### config.mk
export PLATFORM = sky130hd
export DESIGN_NAME = battery_charge_supervisor_core
export DESIGN_NICKNAME = d
export VERILOG_FILES = /design/src/hdl/bcs_pkg.sv /design/src/hdl/bcs_ctrl.sv /design/src/hdl/bcs_dp.sv /design/src/hdl/battery_charge_supervisor_core.sv
export VERILOG_INCLUDE_DIRS = /design/src /design/src/hdl
export SDC_FILE = /design/constraint.sdc
export NUM_CORES = 1
export LEC_CHECK = 0
export BUFFER_PORTS_ARGS = -buffer_cell sky130_fd_sc_hd__buf_2
export CAP_MARGIN = 20
export CORE_MARGIN = 2
export CORE_UTILIZATION = 36
export DETAILED_ROUTE_END_ITERATION = 10
export PLACE_DENSITY_LB_ADDON = 0.3
export SYNTH_ARGS = -nofsm -noshare
export SYNTH_HDL_FRONTEND = slang
export SYNTH_HIERARCHICAL = 1
export SYNTH_SLANG_ARGS = --single-unit
### constraint.sdc
create_clock -name clk -period 10.4 [get_ports clk]
set_input_delay 1.04 -clock clk [delete_from_list [all_inputs] [get_ports clk]]
set_output_delay 1.04 -clock clk [all_outputs]
set_load 0.02 [all_outputs]
### src/hdl/battery_charge_supervisor_core_macros.svh
// Assertion macros for the charge supervisor controller.
// Each expects signals clk and rst_n in the module that uses it.
`ifndef BATTERY_CHARGE_SUPERVISOR_CORE_MACROS_SVH
`define BATTERY_CHARGE_SUPERVISOR_CORE_MACROS_SVH
`ifndef SYNTHESIS
// Same-cycle implication.
`define BCS_CHECK_NOW(label, ante, cons) \
  label: assert property (@(posedge clk) disable iff (!rst_n) (ante) |-> (cons)) \
    else $error("bcs check failed");
// Next-cycle implication.
`define BCS_CHECK_NEXT(label, ante, cons) \
  label: assert property (@(posedge clk) disable iff (!rst_n) (ante) |=> (cons)) \
    else $error("bcs check failed");
`else
`define BCS_CHECK_NOW(label, ante, cons)
`define BCS_CHECK_NEXT(label, ante, cons)
`endif
`endif

### src/hdl/bcs_pkg.sv
package bcs_pkg;

  // Controller states
  localparam logic [2:0] S_IDLE = 3'd0;
  localparam logic [2:0] S_MUL  = 3'd1;
  localparam logic [2:0] S_LOAD = 3'd2;
  localparam logic [2:0] S_DIV  = 3'd3;
  localparam logic [2:0] S_UPD  = 3'd4;

  // Divider width in bits (one quotient bit per step)
  localparam int DivBits = 32;
  localparam int CntW    = $clog2(DivBits);

  // Register indexes
  localparam logic [2:0] REG_MIN_CAP    = 3'd0;
  localparam logic [2:0] REG_HIGH_BLOCK = 3'd1;
  localparam logic [2:0] REG_HIGH_REC   = 3'd2;
  localparam logic [2:0] REG_LOW_REC    = 3'd3;
  localparam logic [2:0] REG_LOW_BLOCK  = 3'd4;
  localparam logic [2:0] REG_FULL_UV    = 3'd5;
  localparam logic [2:0] REG_RECHG_UV   = 3'd6;
  localparam logic [2:0] REG_LIMIT_S    = 3'd7;

  // Health codes
  localparam logic [1:0] HEALTH_GOOD    = 2'd0;
  localparam logic [1:0] HEALTH_HOT     = 2'd1;
  localparam logic [1:0] HEALTH_COLD    = 2'd2;
  localparam logic [1:0] HEALTH_UNKNOWN = 2'd3;

  // Charge machine codes
  localparam logic [1:0] CHG_OK       = 2'd0;
  localparam logic [1:0] CHG_FULL     = 2'd1;
  localparam logic [1:0] CHG_BAD_TEMP = 2'd2;
  localparam logic [1:0] CHG_TIMEOUT  = 2'd3;

  // Drive codes
  localparam logic [1:0] DRV_NONE    = 2'd0;
  localparam logic [1:0] DRV_DISABLE = 2'd1;
  localparam logic [1:0] DRV_ENABLE  = 2'd2;

  // Supply status codes
  localparam logic [2:0] STAT_UNKNOWN  = 3'd0;
  localparam logic [2:0] STAT_CHARGING = 3'd1;
  localparam logic [2:0] STAT_DISCHG   = 3'd2;
  localparam logic [2:0] STAT_NOT_CHG  = 3'd3;
  localparam logic [2:0] STAT_FULL     = 3'd4;

  localparam logic [31:0] RECHARGE_LIMIT_S = 32'd5400;

  typedef struct packed {
    logic capture;
    logic mul;
    logic load;
    logic step;
    logic update;
  } bcs_cmd_t;

  typedef struct packed {
    logic out_busy;
  } bcs_stat_t;

endpackage

### src/hdl/bcs_ctrl.sv
`include "battery_charge_supervisor_core_macros.svh"
module bcs_ctrl import bcs_pkg::*; (
  input  logic      clk,
  input  logic      rst_n,
  input  logic      in_tvalid,
  output logic      in_tready,
  input  bcs_stat_t stat,
  output bcs_cmd_t  cmd
);

  logic [2:0]      state_r, state_nxt;
  logic [CntW-1:0] cnt_r, cnt_nxt;
  logic            take;

  assign in_tready = (state_r == S_IDLE);
  assign take      = in_tvalid && in_tready;

  // Sequence one poll: capture, multiply, load divider, shift, commit
  always_comb begin
    state_nxt = state_r;
    cnt_nxt   = cnt_r;
    cmd       = '0;
    case (state_r)
      S_IDLE: begin
        cmd.capture = take;
        if (take) state_nxt = S_MUL;
      end
      S_MUL: begin
        cmd.mul   = 1'b1;
        state_nxt = S_LOAD;
      end
      S_LOAD: begin
        cmd.load  = 1'b1;
        cnt_nxt   = '0;
        state_nxt = S_DIV;
      end
      S_DIV: begin
        cmd.step = 1'b1;
        cnt_nxt  = cnt_r + 1'b1;
        if (cnt_r == CntW'(DivBits - 1)) state_nxt = S_UPD;
      end
      S_UPD: begin
        if (!stat.out_busy) begin
          cmd.update = 1'b1;
          state_nxt  = S_IDLE;
        end
      end
      default: state_nxt = S_IDLE;
    endcase
  end

  always_ff @(posedge clk) begin
    if (!rst_n) begin
      state_r <= S_IDLE;
      cnt_r   <= '0;
    end else begin
      state_r <= state_nxt;
      cnt_r   <= cnt_nxt;
    end
  end

  `BCS_CHECK_NEXT(a_take_mul, take, state_r == S_MUL)
  `BCS_CHECK_NEXT(a_div_end, (state_r == S_DIV) && (cnt_r == CntW'(DivBits - 1)), state_r == S_UPD)
  `BCS_CHECK_NOW(a_upd_free, cmd.update, !stat.out_busy)

endmodule

### src/hdl/bcs_dp.sv
module bcs_dp import bcs_pkg::*; (
  input  logic        clk,
  input  logic        rst_n,
  input  bcs_cmd_t    cmd,
  output bcs_stat_t   stat,
  input  logic [87:0] in_tdata,
  input  logic        cfg_wr_en,
  input  logic [2:0]  cfg_addr,
  input  logic [22:0] cfg_wdata,
  output logic        out_tvalid,
  input  logic        out_tready,
  output logic [39:0] out_tdata
);

  // Configuration registers
  logic [6:0]         min_cap_r;
  logic signed [11:0] high_block_r, high_rec_r, low_rec_r, low_block_r;
  logic [22:0]        full_uv_r, rechg_uv_r;
  logic [15:0]        limit_s_r;

  always_ff @(posedge clk) begin
    if (!rst_n) begin
      min_cap_r    <= 7'd0;
      high_block_r <= 12'sd500;
      high_rec_r   <= 12'sd420;
      low_rec_r    <= 12'sd0;
      low_block_r  <= -12'sd50;
      full_uv_r    <= 23'd4150000;
      rechg_uv_r   <= 23'd4140000;
      limit_s_r    <= 16'd21600;
    end else if (cfg_wr_en) begin
      case (cfg_addr)
        REG_MIN_CAP:    min_cap_r    <= cfg_wdata[6:0];
        REG_HIGH_BLOCK: high_block_r <= cfg_wdata[11:0];
        REG_HIGH_REC:   high_rec_r   <= cfg_wdata[11:0];
        REG_LOW_REC:    low_rec_r    <= cfg_wdata[11:0];
        REG_LOW_BLOCK:  low_block_r  <= cfg_wdata[11:0];
        REG_FULL_UV:    full_uv_r    <= cfg_wdata;
        REG_RECHG_UV:   rechg_uv_r   <= cfg_wdata;
        REG_LIMIT_S:    limit_s_r    <= cfg_wdata[15:0];
        default: ;
      endcase
    end
  end

  // Captured poll word
  logic [87:0] poll_r;
  always_ff @(posedge clk) begin
    if (cmd.capture) poll_r <= in_tdata;
  end

  logic [15:0]        p_vraw, p_sraw;
  logic               p_vok, p_sok, p_tok, p_pres, p_act, p_full;
  logic signed [11:0] p_temp;
  logic [31:0]        p_now;
  assign p_vraw = poll_r[15:0];
  assign p_vok  = poll_r[16];
  assign p_sraw = poll_r[32:17];
  assign p_sok  = poll_r[33];
  assign p_temp = poll_r[45:34];
  assign p_tok  = poll_r[46];
  assign p_pres = poll_r[47];
  assign p_act  = poll_r[48];
  assign p_full = poll_r[49];
  assign p_now  = poll_r[81:50];

  // Rescale front end: clamp minimum to 99, scale the span by 25600
  logic [6:0]  m_eff;
  logic [15:0] fmin_eff;
  logic [14:0] div_d;
  logic        soc_empty;
  assign m_eff     = (min_cap_r > 7'd99) ? 7'd99 : min_cap_r;
  assign fmin_eff  = {2'b00, m_eff, 7'd0} << 1;
  assign div_d     = 15'(16'd25600 - fmin_eff);
  assign soc_empty = (p_sraw <= {1'b0, min_cap_r, 8'd0});

  logic [30:0] prod_r;
  logic [22:0] vcell_new_r;
  always_ff @(posedge clk) begin
    if (cmd.mul) begin
      prod_r      <= 31'(p_sraw - fmin_eff) * 31'd25600;
      vcell_new_r <= 23'(p_vraw[15:4]) * 23'd1250;
    end
  end

  // Bit-serial restoring divider
  logic [22:0]         scaled;
  logic [31:0]         num;
  logic [DivBits-1:0]  quo_r;
  logic [14:0]         rem_r;
  logic [15:0]         rem_sh;
  logic                q_bit;
  assign scaled = 23'((32'(prod_r) + 32'd128) >> 8);
  assign num    = {1'b0, scaled, 8'd0} + 32'(div_d >> 1);
  assign rem_sh = {rem_r, quo_r[DivBits-1]};
  assign q_bit  = (rem_sh >= {1'b0, div_d});

  always_ff @(posedge clk) begin
    if (cmd.load) begin
      quo_r <= num;
      rem_r <= '0;
    end else if (cmd.step) begin
      rem_r <= q_bit ? 15'(rem_sh - {1'b0, div_d}) : rem_sh[14:0];
      quo_r <= {quo_r[DivBits-2:0], q_bit};
    end
  end

  // Supervisor state
  logic [22:0]        vcell_r, vcell_n;
  logic [6:0]         soc_r, soc_n, soc_calc;
  logic signed [11:0] temp_r, temp_n;
  logic [1:0]         health_r, health_n, fsm_r, fsm_n, drive_n;
  logic [31:0]        dl_r, dl_n;
  logic               rf_r, rf_n, in_win;
  logic [2:0]         stat_r, stat_n;

  assign soc_calc = soc_empty ? 7'd0 :
                    (quo_r[31:8] > 24'd100) ? 7'd100 : quo_r[14:8];
  assign in_win   = (temp_n <= high_rec_r) && (temp_n >= low_rec_r);

  // Commit logic for one poll
  always_comb begin
    vcell_n  = p_vok ? vcell_new_r : vcell_r;
    soc_n    = p_sok ? soc_calc : soc_r;
    temp_n   = p_tok ? p_temp : temp_r;
    health_n = health_r;
    fsm_n    = fsm_r;
    dl_n     = dl_r;
    rf_n     = rf_r;
    drive_n  = DRV_NONE;
    stat_n   = stat_r;
    if (!p_tok) health_n = HEALTH_UNKNOWN;
    else if (p_temp >= high_block_r) health_n = HEALTH_HOT;
    else if (in_win) health_n = HEALTH_GOOD;
    else if (p_temp <= low_block_r) health_n = HEALTH_COLD;

    if (p_pres) begin
      case (fsm_r)
        CHG_OK: begin
          if (p_full && soc_n >= 7'd100 && vcell_n > full_uv_r) begin
            fsm_n = CHG_FULL; rf_n = 1'b1; dl_n = '0; drive_n = DRV_DISABLE;
          end else if (dl_r != '0 && p_now > dl_r) begin
            fsm_n = CHG_TIMEOUT; rf_n = 1'b1; dl_n = '0; drive_n = DRV_DISABLE;
          end else if (health_n == HEALTH_HOT || health_n == HEALTH_COLD) begin
            fsm_n = CHG_BAD_TEMP; dl_n = '0; drive_n = DRV_DISABLE;
          end
        end
        CHG_FULL: begin
          if (vcell_n <= rechg_uv_r) begin fsm_n = CHG_OK; drive_n = DRV_ENABLE; end
        end
        CHG_BAD_TEMP: begin
          if (in_win) begin fsm_n = CHG_OK; drive_n = DRV_ENABLE; end
        end
        default: begin
          if (vcell_n <= full_uv_r) begin fsm_n = CHG_OK; drive_n = DRV_ENABLE; end
        end
      endcase
      if (dl_n == '0 && fsm_n == CHG_OK)
        dl_n = p_now + (rf_n ? RECHARGE_LIMIT_S : 32'(limit_s_r));
      if (p_act) stat_n = STAT_CHARGING;
      else stat_n = (fsm_n == CHG_FULL) ? STAT_FULL : STAT_NOT_CHG;
    end else begin
      rf_n   = 1'b0;
      stat_n = STAT_DISCHG;
      dl_n   = '0;
      fsm_n  = CHG_OK;
    end
  end

  logic out_valid_r;
  logic [39:0] out_data_r;

  always_ff @(posedge clk) begin
    if (!rst_n) begin
      vcell_r  <= '0;
      soc_r    <= '0;
      temp_r   <= '0;
      health_r <= HEALTH_GOOD;
      fsm_r    <= CHG_OK;
      dl_r     <= '0;
      rf_r     <= 1'b0;
      stat_r   <= STAT_UNKNOWN;
    end else if (cmd.update) begin
      vcell_r  <= vcell_n;
      soc_r    <= soc_n;
      temp_r   <= temp_n;
      health_r <= health_n;
      fsm_r    <= fsm_n;
      dl_r     <= dl_n;
      rf_r     <= rf_n;
      stat_r   <= stat_n;
    end
  end

  // Output register: hold the word until taken
  always_ff @(posedge clk) begin
    if (!rst_n) out_valid_r <= 1'b0;
    else if (cmd.update) out_valid_r <= 1'b1;
    else if (out_tready) out_valid_r <= 1'b0;
  end

  always_ff @(posedge clk) begin
    if (cmd.update)
      out_data_r <= {(soc_n != soc_r) || (stat_n != stat_r), stat_n, drive_n,
                     fsm_n, health_n, vcell_n, soc_n};
  end

  assign out_tvalid    = out_valid_r;
  assign out_tdata     = out_data_r;
  assign stat.out_busy = out_valid_r && !out_tready;

endmodule

### src/hdl/battery_charge_supervisor_core.sv
// Li-ion charge supervisor. Each input word is one poll (raw voltage and SOC
// words, temperature, charger lines, time); each poll yields exactly one result
// word with rescaled SOC, cell voltage, health, charge state, charger drive,
// supply status and a changed flag. A poll passes in order through capture,
// multiply, divider load, 32 steps of the bit-serial SOC divider and commit;
// no new poll is accepted before the commit. The commit waits while a previous
// result is still held unread in the output register.
// Configuration writes are taken at any time but must be made only while idle.
module battery_charge_supervisor_core import bcs_pkg::*; (
  input  logic        clk,
  input  logic        rst_n,
  input  logic        in_tvalid,
  output logic        in_tready,
  // vcell_raw[15:0], vcell_ok[16], soc_raw[32:17], soc_ok[33],
  // temp_reading[45:34], temp_ok[46], charger_present[47],
  // charging_active[48], charger_full_flag[49], now_seconds[81:50], zero fill
  input  logic [87:0] in_tdata,
  output logic        out_tvalid,
  input  logic        out_tready,
  // soc_percent[6:0], vcell_uv[29:7], health[31:30], charge_state[33:32],
  // charge_drive[35:34], supply_status[38:36], changed[39]
  output logic [39:0] out_tdata,
  input  logic        cfg_wr_en,
  input  logic [2:0]  cfg_addr,
  input  logic [22:0] cfg_wdata
);

  bcs_cmd_t  cmd;
  bcs_stat_t stat;

  bcs_ctrl u_ctrl (
    .clk       (clk),
    .rst_n     (rst_n),
    .in_tvalid (in_tvalid),
    .in_tready (in_tready),
    .stat      (stat),
    .cmd       (cmd)
  );

  bcs_dp u_dp (
    .clk        (clk),
    .rst_n      (rst_n),
    .cmd        (cmd),
    .stat       (stat),
    .in_tdata   (in_tdata),
    .cfg_wr_en  (cfg_wr_en),
    .cfg_addr   (cfg_addr),
    .cfg_wdata  (cfg_wdata),
    .out_tvalid (out_tvalid),
    .out_tready (out_tready),
    .out_tdata  (out_tdata)
  );

endmodule

==> flow_summary.json, run 1 <==
{
  "cts_tree": "built",
  "start_util_pct": 36.3,
  "preCtsSetupSlack_ns": 2.84,
  "synth_area_sq_mm": 0.0243,
  "place_hpwl_mm": 45.2,
  "drc": 0,
  "outcome": "complete, no violations",
  "worstSkewPairLatency_ns": 0.59,
  "nNetsFinal": 3076,
  "setup_tns_ns": 0,
  "ys_seq_elements": 416,
  "yosys-top-cells-count": "nand2_1, inv_1, ha_1, dfxtp_1, edfxtp_1",
  "synth_area_per_cell_sq_um": 9.73,
  "io_buffers": 150,
  "synthFlopType": "dfxtp_1",
  "clock_path_buffers": 3,
  "top_usage_layer": "met2",
  "min_path_type": "register to register",
  "cts_setup_buffers": 0,
  "cts.repair.resized": 0,
  "p_total_mw": 5.01,
  "fill_cells": 6512,
  "cts_made_buffers": 50,
  "dr.first_iter.drc_count": 1031,
  "rsz0062_at_grt": "no",
  "ant_nets": 0,
  "crit_fanout": 25,
  "met3_usage_pct": 3.11,
  "fp.coreArea_sq_mm": 0.0670,
  "skew_ns": 0.0214,
  "seq_area_frac_synth_pct": 42.2,
  "overflow": 0,
  "cts_sinks": 416,
  "die_w_um": 264,
  "max_slew_margin_pct": 27.5,
  "p_leak_nw": 11.5,
  "critical_path.endpoint_type": "register",
  "async_reset_ff_share_pct": 0,
  "place_congestion": 0.875,
  "grt_pass1_wl_mm": 95.4,
  "grtUsageMet1_pct": 22.4,
  "yosysUniqueCellTypes": 79,
  "dr.pass1.iters": 7,
  "grtUsageMet2_pct": 28.3,
  "seq_area_sq_mm": 0.0103,
  "viasPerCell": 5.07,
  "grtUsageTotal_pct": 17.1,
  "ios": 161,
  "row_count": 95,
  "chipHeight_um": 264,
  "fp.dieArea_sq_mm": 0.0697,
  "synth_edf_count": 193,
  "fmax_mhz": 133,
  "root_buffer": "clkbuf_16",
  "routed_wl_mm": 60.2,
  "vias": 18000,
  "final_hold_viol_count": 0,
  "syn_inst": 2500,
  "yosysMostFrequentCell": "nand2_1",
  "hold_buffers": 0,
  "worstPathRequired_ns": 10.86,
  "first_global_vias": 17900,
  "post_drt_wl_per_cell_um": 17.0,
  "worstMarginPinSlew_ns": 1.09,
  "power_density_mw_per_mm2": 181,
  "setup_viol": 0,
  "timing.final.crit_share_pct": 72.4,
  "setup_slack_ns": 2.87,
  "drv_slew": 0,
  "synthTopCellsByArea": "edfxtp_1, dfxtp_1, ha_1",
  "ir_drop_uv": 110,
  "yosys_warnings": 6,
  "grt_max_degree": 97,
  "multi_input_area_sq_mm": 0.0127,
  "crit_type": "register to register",
  "h-tree-depth": 2,
  "clk_pin_slew_ns": 0.06,
  "synth_nets": 2943,
  "drive_gt1_share_pct": 11.8,
  "antennaDiodeCount": 0,
  "fin_crit_ns": 7.53,
  "cp.arrival_ns": 7.99,
  "grt_antenna_before_repair": 9,
  "synth_top_area_cell": "edfxtp_1",
  "cap_violations": 0,
  "syn2layout_area_growth_pct": 13.9,
  "startpoint_type": "register",
  "synth_top_area_share_pct": 23.8
}
## area by class of cell
cell class | count | area share [%]
multi-input combinational | 1713 | 45.8
tap | 873 | 3.94
clock inverter | 15 | 0.600
timing repair buffer | 165 | 3.20
sequential | 416 | 37.0
clock buffer | 78 | 5.56
inverter | 287 | 3.89
## placed cells by master (no fill, tap or decap), drive strengths merged, types with 35 or more instances in the layout
cell type / instances
a21boi: 91
a21oi: 99
buf: 164
clkbuf: 79
dfxtp: 223
edfxtp: 193
fa: 43
ha: 281
inv: 291
mux2: 39
nand2: 345
nand3: 59
nor2: 126
o211ai: 59
o21ai: 80
xnor2: 59
xor2: 35
## worst max-delay path, stage by stage, from the launching register on
cell       delay, ns
edfxtp_1        1.06
mux2_2          0.48
ha_1            0.32
and4_1          0.19
a2111oi_0       0.06
o31ai_1         0.52
a211o_1         0.17
o211ai_1        0.30
o41a_1          0.47
nor2_1          0.37
nor2_1          0.26
and2_1          0.23
ha_1            0.22
fa_1            0.43
a211oi_1        0.42
o211ai_1        0.25
a311oi_1        0.34
o311ai_0        0.22
a21oi_1         0.33
nor2b_1         0.16
nor2b_1         0.21
nand2b_1        0.13
xor2_1          0.14
o22ai_1         0.09
## power by group
part / total (mW) / internal [mW] / leakage, nW / switching, mW
clock network: 1.80 / 1.09 / 0.846 / 0.706
registers: 1.98 / 1.89 / 3.60 / 0.0878
logic: 1.24 / 0.550 / 7.02 / 0.685
total: 5.01 / 3.53 / 11.5 / 1.48
## per-stage QoR
stage | utilization [%] | area [sq um] | hold WS (ns) | instances
global route | 41.3 | 27700 | 0.483 | 3547
detailed placement | 38.7 | 26000 | 0.456 | 3452
finish | 41.3 | 27700 | 0.461 | 3547
global placement | 38.7 | 26000 | 0.444 | 3451
floorplan | - | 24300 | 0.432 | 2500
CTS | 41.3 | 27700 | 0.464 | 3545
## registers in the layout, indices dropped and copies added (netlist names), 15 cells and up
name,count
u_dp/dl_r,32
u_dp/full_uv_r,23
u_dp/limit_s_r,16
u_dp/out_tdata,40
u_dp/poll_r,78
u_dp/prod_r,21
u_dp/quo_r,32
u_dp/rechg_uv_r,23
u_dp/rem_r,15
u_dp/vcell_new_r,22
u_dp/vcell_r,23
## layer usage
metal,up-vias,part of all wire [%]
met5,-,0.15
met4,16,2.6
met3,108,4.8
met2,383,47
met1,8485,46
li1,8997,-
## final timing paths
| kind | startpoint | end | slack, ns | cells past startpoint |
|---|---|---|---|---|
| worst max-delay path | u_dp/poll_r[16] | u_dp/dl_r[30] | 2.87 | 23 |
| worst max register to register | u_dp/poll_r[16] | u_dp/dl_r[30] | 2.87 | 23 |
| worst min-delay path | u_dp/dl_r[1] | u_dp/dl_r[1] | 0.46 | 2 |
| worst min register to register | u_dp/dl_r[1] | u_dp/dl_r[1] | 0.46 | 2 |
## cell families (layout without fill, tap and decap cells)
| family | count (synthesis) | in the layout | synth area share [%] |
|---|---|---|---|
| buf+inv | 371 | 545 | 5.88 |
| mux | 57 | 57 | 2.55 |
| flops | 416 | 416 | 42.2 |
| simple gates | 757 | 757 | 14.7 |
| compound gates | 481 | 481 | 13.4 |
| xor+xnor | 94 | 94 | 3.38 |
| fa+ha+maj | 324 | 324 | 18.0 |
No activity file was read; power rests on OpenSTA's default activity.
==> run 2: changes to the inputs <==
--- a/config.mk
+++ b/config.mk
@@ -6,6 +6,7 @@
 export SDC_FILE = /design/constraint.sdc
 export NUM_CORES = 1
 export LEC_CHECK = 0
+export ABC_AREA = 1
 export BUFFER_PORTS_ARGS = -buffer_cell sky130_fd_sc_hd__buf_2
 export CAP_MARGIN = 20
 export CORE_MARGIN = 2
==> constraint.sdc (replaced) <==
create_clock -name clk -period 7.1 [get_ports clk]
set_input_delay 0.71 -clock clk [delete_from_list [all_inputs] [get_ports clk]]
set_output_delay 0.71 -clock clk [all_outputs]
set_load 0.02 [all_outputs]
==> run 2 against run 1 <==
Against the previous run: hold slack got worse by 0.19 ns; final area rose by 3.2%; clock-buffer cell count fell by 12; maximum frequency rose by 33%; synthesized area rose by 3.3%; wire length rose by 2.9%; setup slack got worse by 1.4 ns.
==> flow_summary.json, run 2 <==
{
  "worstPathRequired_ns": 7.63,
  "row_count": 96,
  "synth_top_area_cell": "edfxtp_1",
  "cap_violations": 0,
  "dr.first_iter.drc_count": 1259,
  "ir_drop_uv": 296,
  "critical_path.endpoint_type": "register",
  "seq_area_frac_synth_pct": 40.8,
  "io_buffers": 150,
  "worstSkewPairLatency_ns": 0.61,
  "skew_ns": 0.0249,
  "cts_made_buffers": 51,
  "yosysMostFrequentCell": "nand2_1",
  "routed_wl_mm": 61.9,
  "fp.dieArea_sq_mm": 0.0720,
  "power_frac_seq_pct": 32.0,
  "startpoint_type": "register",
  "chipHeight_um": 268,
  "regMostFlops": "u_dp/poll_r",
  "ios": 161,
  "outcome": "complete, no violations",
  "critPathMostFrequentCell": "nand2_1",
  "yosysUniqueCellTypes": 57,
  "drv_slew": 0,
  "grt_pass1_wl_mm": 98.2,
  "max_slew_margin_pct": 34.8,
  "power_density_mw_per_mm2": 380,
  "synth_mux_area_share_pct": 0,
  "yosys-top-cells-count": "nand2_1, inv_1, ha_1, nor2_1, dfxtp_1",
  "clkPwrFrac_pct": 24.6,
  "crit_type": "register to register",
  "p_total_mw": 10.9,
  "fmax_mhz": 176,
  "clock_path_buffers": 3,
  "combPwrFrac_pct": 43.5,
  "mostFrequentLayoutCells": "nand2_1, inv_1, ha_1, nor2_1, dfxtp_1",
  "ant_nets": 0,
  "yosys_warnings": 6,
  "cts_setup_buffers": 0,
  "drive_gt1_share_pct": 12.1,
  "min_path_type": "input pin to register",
  "synth_area_sq_mm": 0.0251,
  "nNetsFinal": 3526,
  "final_hold_viol_count": 0,
  "fp.coreArea_sq_mm": 0.0688,
  "p_int_mw": 6.59,
  "synth_compound_area_share_pct": 12.4,
  "worstMarginPinSlew_ns": 0.978,
  "cp.arrival_ns": 6.20,
  "hold_buffers": 0,
  "synth_edf_count": 193,
  "grtUsageTotal_pct": 17.4,
  "start_util_pct": 36.5,
  "p_leak_nw": 13.0,
  "cts_sinks": 416,
  "crit_slowest_cell": "edfxtp_1",
  "async_reset_ff_share_pct": 0,
  "synth_nets": 3385,
  "synthFlopType": "dfxtp_1",
  "cts_tree": "built",
  "syn2layout_area_growth_pct": 13.7,
  "mostFrequentLayoutCell": "nand2_1",
  "synthTopCellsByArea": "edfxtp_1, dfxtp_1, ha_1",
  "largest_register_ffs": 78,
  "synth_area_per_cell_sq_um": 8.55,
  "ys_seq_elements": 416,
  "timing.final.crit_share_pct": 79.8,
  "synth_top_area_share_pct": 23.0,
  "die_w_um": 268,
  "p_sw_mw": 4.27,
  "sw_frac_of_total_pct": 39.3,
  "place_hpwl_mm": 45.5,
  "fin_crit_ns": 5.67,
  "crit_fanout": 22,
  "setup_tns_ns": 0,
  "synth_xor_area_share_pct": 3.17,
  "grt_antenna_before_repair": 5,
  "place_congestion": 0.854,
  "root_buffer": "clkbuf_16",
  "synthSimpleGateAreaFrac_pct": 17.6,
  "rsz0062_at_grt": "no",
  "overflow": 0,
  "post_drt_wl_per_cell_um": 15.3,
  "drc": 0,
  "critPathMaxStageDelay_ns": 0.38,
  "setup_viol": 0,
  "vias": 19200,
  "first_global_vias": 18100,
  "clk_pin_slew_ns": 0.06,
  "grt_max_degree": 76,
  "yosys.area_share.adder_pct": 17.4,
  "h-tree-depth": 2,
  "synth_top_family_by_area": "simple AND/OR/NAND/NOR gates",
  "syn_inst": 2942,
  "viasPerCell": 4.74,
  "dr.pass1.iters": 5,
  "cts.repair.resized": 0
}
-- run 2: cell types whose count changed in the layout (fill, tap and decap cells not counted), sizes merged, moves of 39 or more --
cell    delta
xnor2     -39
inv      +190
a21oi    +143
nand3     +40
mux2      -39
o21ai    +101
nand2    +251
a21boi    -91
nor2     +112
-- run 2: worst max-delay path: cells and delay by family, from the launching register on --
| family | cells | cell delay (ns) |
|---|---|---|
| compound gates | 5 | 1.05 |
| simple gates | 21 | 2.57 |
| xor+xnor | 1 | 0.21 |
| fa+ha+maj | 2 | 0.62 |
| buf+inv | 7 | 0.74 |
| flops | 1 | 0.38 |
-- run 2: kinds of logic (layout without fill, tap and decap cells) --
group           count (synthesis)  count (layout)
xor+xnor                       91              91
buf+inv                       558             742
simple gates                 1017            1017
compound gates                536             536
other cells                     0               1
flops                         416             416
fa+ha+maj                     324             324
-- run 2: final timing paths --
check	startpoint	end	slack, ns	cells after the start
setup / recovery	u_dp/poll_r[16]	u_dp/dl_r[28]	1.43	36
hold / removal	in_tdata[27]	u_dp/poll_r[27]	0.27	1
setup reg to reg	u_dp/poll_r[16]	u_dp/dl_r[28]	1.43	36
hold reg to reg	u_dp/vcell_r[0]	u_dp/vcell_r[0]	0.44	2
-- run 2: layout make-up --
cell class                      instances  area, sq um
Multi-Input combinational cell       1968        12700
Fill cell                            6909        40200
Sequential cell                       416        10300
Tap cell                              931         1160
Antenna cell                            1         2.50
Timing Repair Buffer                  171          923
Inverter                              475         1780
Clock inverter                         30          297
Clock buffer                           66         1430
-- run 2: per-layer routing --
metal / GRT usage, % / part of all wire [%]
met1: 24.0 / 48
met2: 28.0 / 45
met3: 2.89 / 4.8
met4: 4.91 / 2.4
met5: 0 / 0.086
-- run 2: power groups by stage --
stage	clock network, mW	registers, mW	logic [mW]
3_5_place_dp	0	3.53	4.73
5_1_grt	2.86	3.52	5.54
4_1_cts	2.75	3.48	4.77
6_report	2.67	3.47	4.72
2_1_floorplan	0	3.44	3.79
3_3_place_gp	0	3.53	4.69
-- run 2: metrics by stage --
stage               cells  area [sq um]  worst slack [ns]  hold slack [ns]  util, %
floorplan            2942         25100             0.439            0.421        -
global placement     3960         26900              1.45            0.431     39.0
detailed placement   3960         26900              1.43            0.438     39.0
CTS                  4056         28600              1.41            0.228     41.5
global route         4057         28600             0.772            0.231     41.5
finish               4058         28600              1.43            0.272     41.5
==> run 3: changes to the inputs <==
==> constraint.sdc (replaced) <==
create_clock -name clk -period 5.75 [get_ports clk]
set_input_delay 0.575 -clock clk [delete_from_list [all_inputs] [get_ports clk]]
set_output_delay 0.575 -clock clk [all_outputs]
set_load 0.02 [all_outputs]
==> run 3 against run 2 <==
Against the previous run: clock-buffer cell count fell by 3; critical path type unchanged; maximum frequency rose by 9.3%; critical endpoint is now u_dp/dl_r[27]; clock power rose by 20%; via count rose by 0.50%.
==> flow_summary.json, run 3 (synthesis gave the netlist of run 2 again) <==
{
  "outcome": "complete, no violations",
  "cts_setup_buffers": 0,
  "grt_antenna_before_repair": 8,
  "clk_pin_slew_ns": 0.06,
  "critPathMostFrequentCell": "nand2_1",
  "vias": 19300,
  "rsz0062_at_grt": "no",
  "post_drt_wl_per_cell_um": 15.4,
  "largest_register_ffs": 78,
  "holdPathStages": 1,
  "drc": 0,
  "power_density_mw_per_mm2": 468,
  "drv_slew": 0,
  "routed_wl_mm": 62.7,
  "regMostFlops": "u_dp/poll_r",
  "r2r_cells": 34,
  "mostFrequentLayoutCell": "nand2_1",
  "grt_max_degree": 74,
  "ant_nets": 0,
  "worstHoldEndpoint": "u_dp/poll_r[17]",
  "row_count": 96,
  "preCtsSetupSlack_ns": 0.265,
  "final_hold_viol_count": 0,
  "placedCellCount": 3971,
  "place_congestion": 0.852,
  "cts.repair.resized": 0,
  "first_global_vias": 18400,
  "setup_slack_ns": 0.562,
  "cts_made_buffers": 51,
  "timing.final.crit_share_pct": 90.2,
  "startpoint_type": "register",
  "io_buffers": 150,
  "r2r_end": "u_dp/dl_r[27]",
  "cap_violations": 0,
  "hp-start": "in_tdata[17]",
  "dr.pass1.iters": 5,
  "crit_type": "register to register",
  "overflow": 0,
  "r2r-start": "u_dp/min_cap_r[5]",
  "fp.dieArea_sq_mm": 0.0720,
  "syn2layout_area_growth_pct": 14.0,
  "critPathMaxStageDelay_ns": 0.42,
  "clock_path_buffers": 3,
  "setup_viol": 0,
  "crit_fanout": 9,
  "chipHeight_um": 268,
  "final_cells": 4070,
  "grt_pass1_wl_mm": 99.3,
  "cp.arrival_ns": 5.71,
  "cts_sinks": 416,
  "skew_ns": 0.0248,
  "p_leak_nw": 13.0,
  "die_w_um": 268,
  "cts_tree": "built",
  "placed_area_sq_mm": 0.0270,
  "hold_buffers": 0,
  "grtUsageTotal_pct": 17.6,
  "worstMarginPinSlew_ns": 1.07,
  "root_buffer": "clkbuf_16",
  "ir_drop_uv": 435,
  "fp.coreArea_sq_mm": 0.0688,
  "max_slew_margin_pct": 28.4,
  "reg2reg_setup_slack_ns": 0.56,
  "viasPerCell": 4.75,
  "place_hpwl_mm": 46.6,
  "whs_ns": 0.130,
  "crit_slowest_cell": "dfxtp_1",
  "design_area_sq_mm": 0.0287,
  "dr.first_iter.drc_count": 1060,
  "worstSkewPairLatency_ns": 0.62,
  "ios": 161,
  "worstPathRequired_ns": 6.28,
  "setup_tns_ns": 0,
  "fin_crit_ns": 5.19,
  "h-tree-depth": 2,
  "drive_gt1_share_pct": 12.5,
  "critical_path.endpoint_type": "register",
  "nNetsFinal": 3537,
  "mostFrequentLayoutCells": "nand2_1, inv_1, ha_1, nor2_1, dfxtp_1",
  "min_path_type": "input pin to register",
  "start_util_pct": 36.5,
  "fmax_mhz": 193
}
-- run 3: final cells by class --
| type | count | area, sq um |
|---|---|---|
| antenna | 2 | 5.00 |
| clock buffer | 63 | 1360 |
| clock inverter | 33 | 300 |
| fill | 6882 | 40200 |
| inverter | 475 | 1780 |
| multi-input combinational | 1968 | 12800 |
| sequential | 416 | 10300 |
| tap | 931 | 1160 |
| timing repair buffer | 182 | 1030 |
-- run 3: worst max-delay path by stage --
| stage | startpoint | endpoint | slack [ns] | depth (start not counted) |
|---|---|---|---|---|
| finish | u_dp/min_cap_r[5] | u_dp/dl_r[27] | 0.56 | 34 |
| global route | u_dp/poll_r[16] | u_dp/dl_r[28] | 0.02 | 35 |
| CTS | u_dp/poll_r[16] | u_dp/dl_r[28] | 0.20 | 36 |
| detailed placement | u_dp/poll_r[16] | u_dp/dl_r[28] | 0.27 | 36 |
| global placement | u_dp/poll_r[16] | u_dp/dl_r[28] | 0.33 | 36 |
| floorplan | out_tready | u_dp/vcell_r[20] | 0.17 | 8 |
-- run 3: layer usage --
| metal | GRT usage, % | vias up | share of wire, % |
|---|---|---|---|
| met5 | 0 | - | 0.089 |
| met4 | 4.20 | 10 | 1.9 |
| met3 | 3.21 | 79 | 5.4 |
| met2 | 28.5 | 346 | 45 |
| met1 | 24.2 | 8875 | 47 |
| li1 | - | 10000 | - |
-- run 3: stage by stage --
step	util [%]	total power, mW
global route	41.7	14.7
detailed placement	39.2	10.3
finish	41.7	13.4
CTS	41.6	13.6
floorplan	-	8.92
global placement	39.1	10.2
-- run 3: power by group --
| group | switching [mW] | total (mW) | leakage (nW) | internal, mW |
|---|---|---|---|---|
| logic | 3.64 | 5.91 | 8.62 | 2.27 |
| registers | 0.343 | 4.29 | 3.61 | 3.95 |
| clock network | 1.34 | 3.21 | 0.811 | 1.87 |
-- run 3: worst max-delay path, delay by kind of cell (launching register included) --
family	cells	cell delay (ns)
AOI/OAI and AO/OA	4	0.72
xor gates and xnor gates	1	0.22
adders and majority gates	2	0.64
buffers and inverters	6	0.56
DFF	1	0.42
and+or+nand+nor	21	2.56
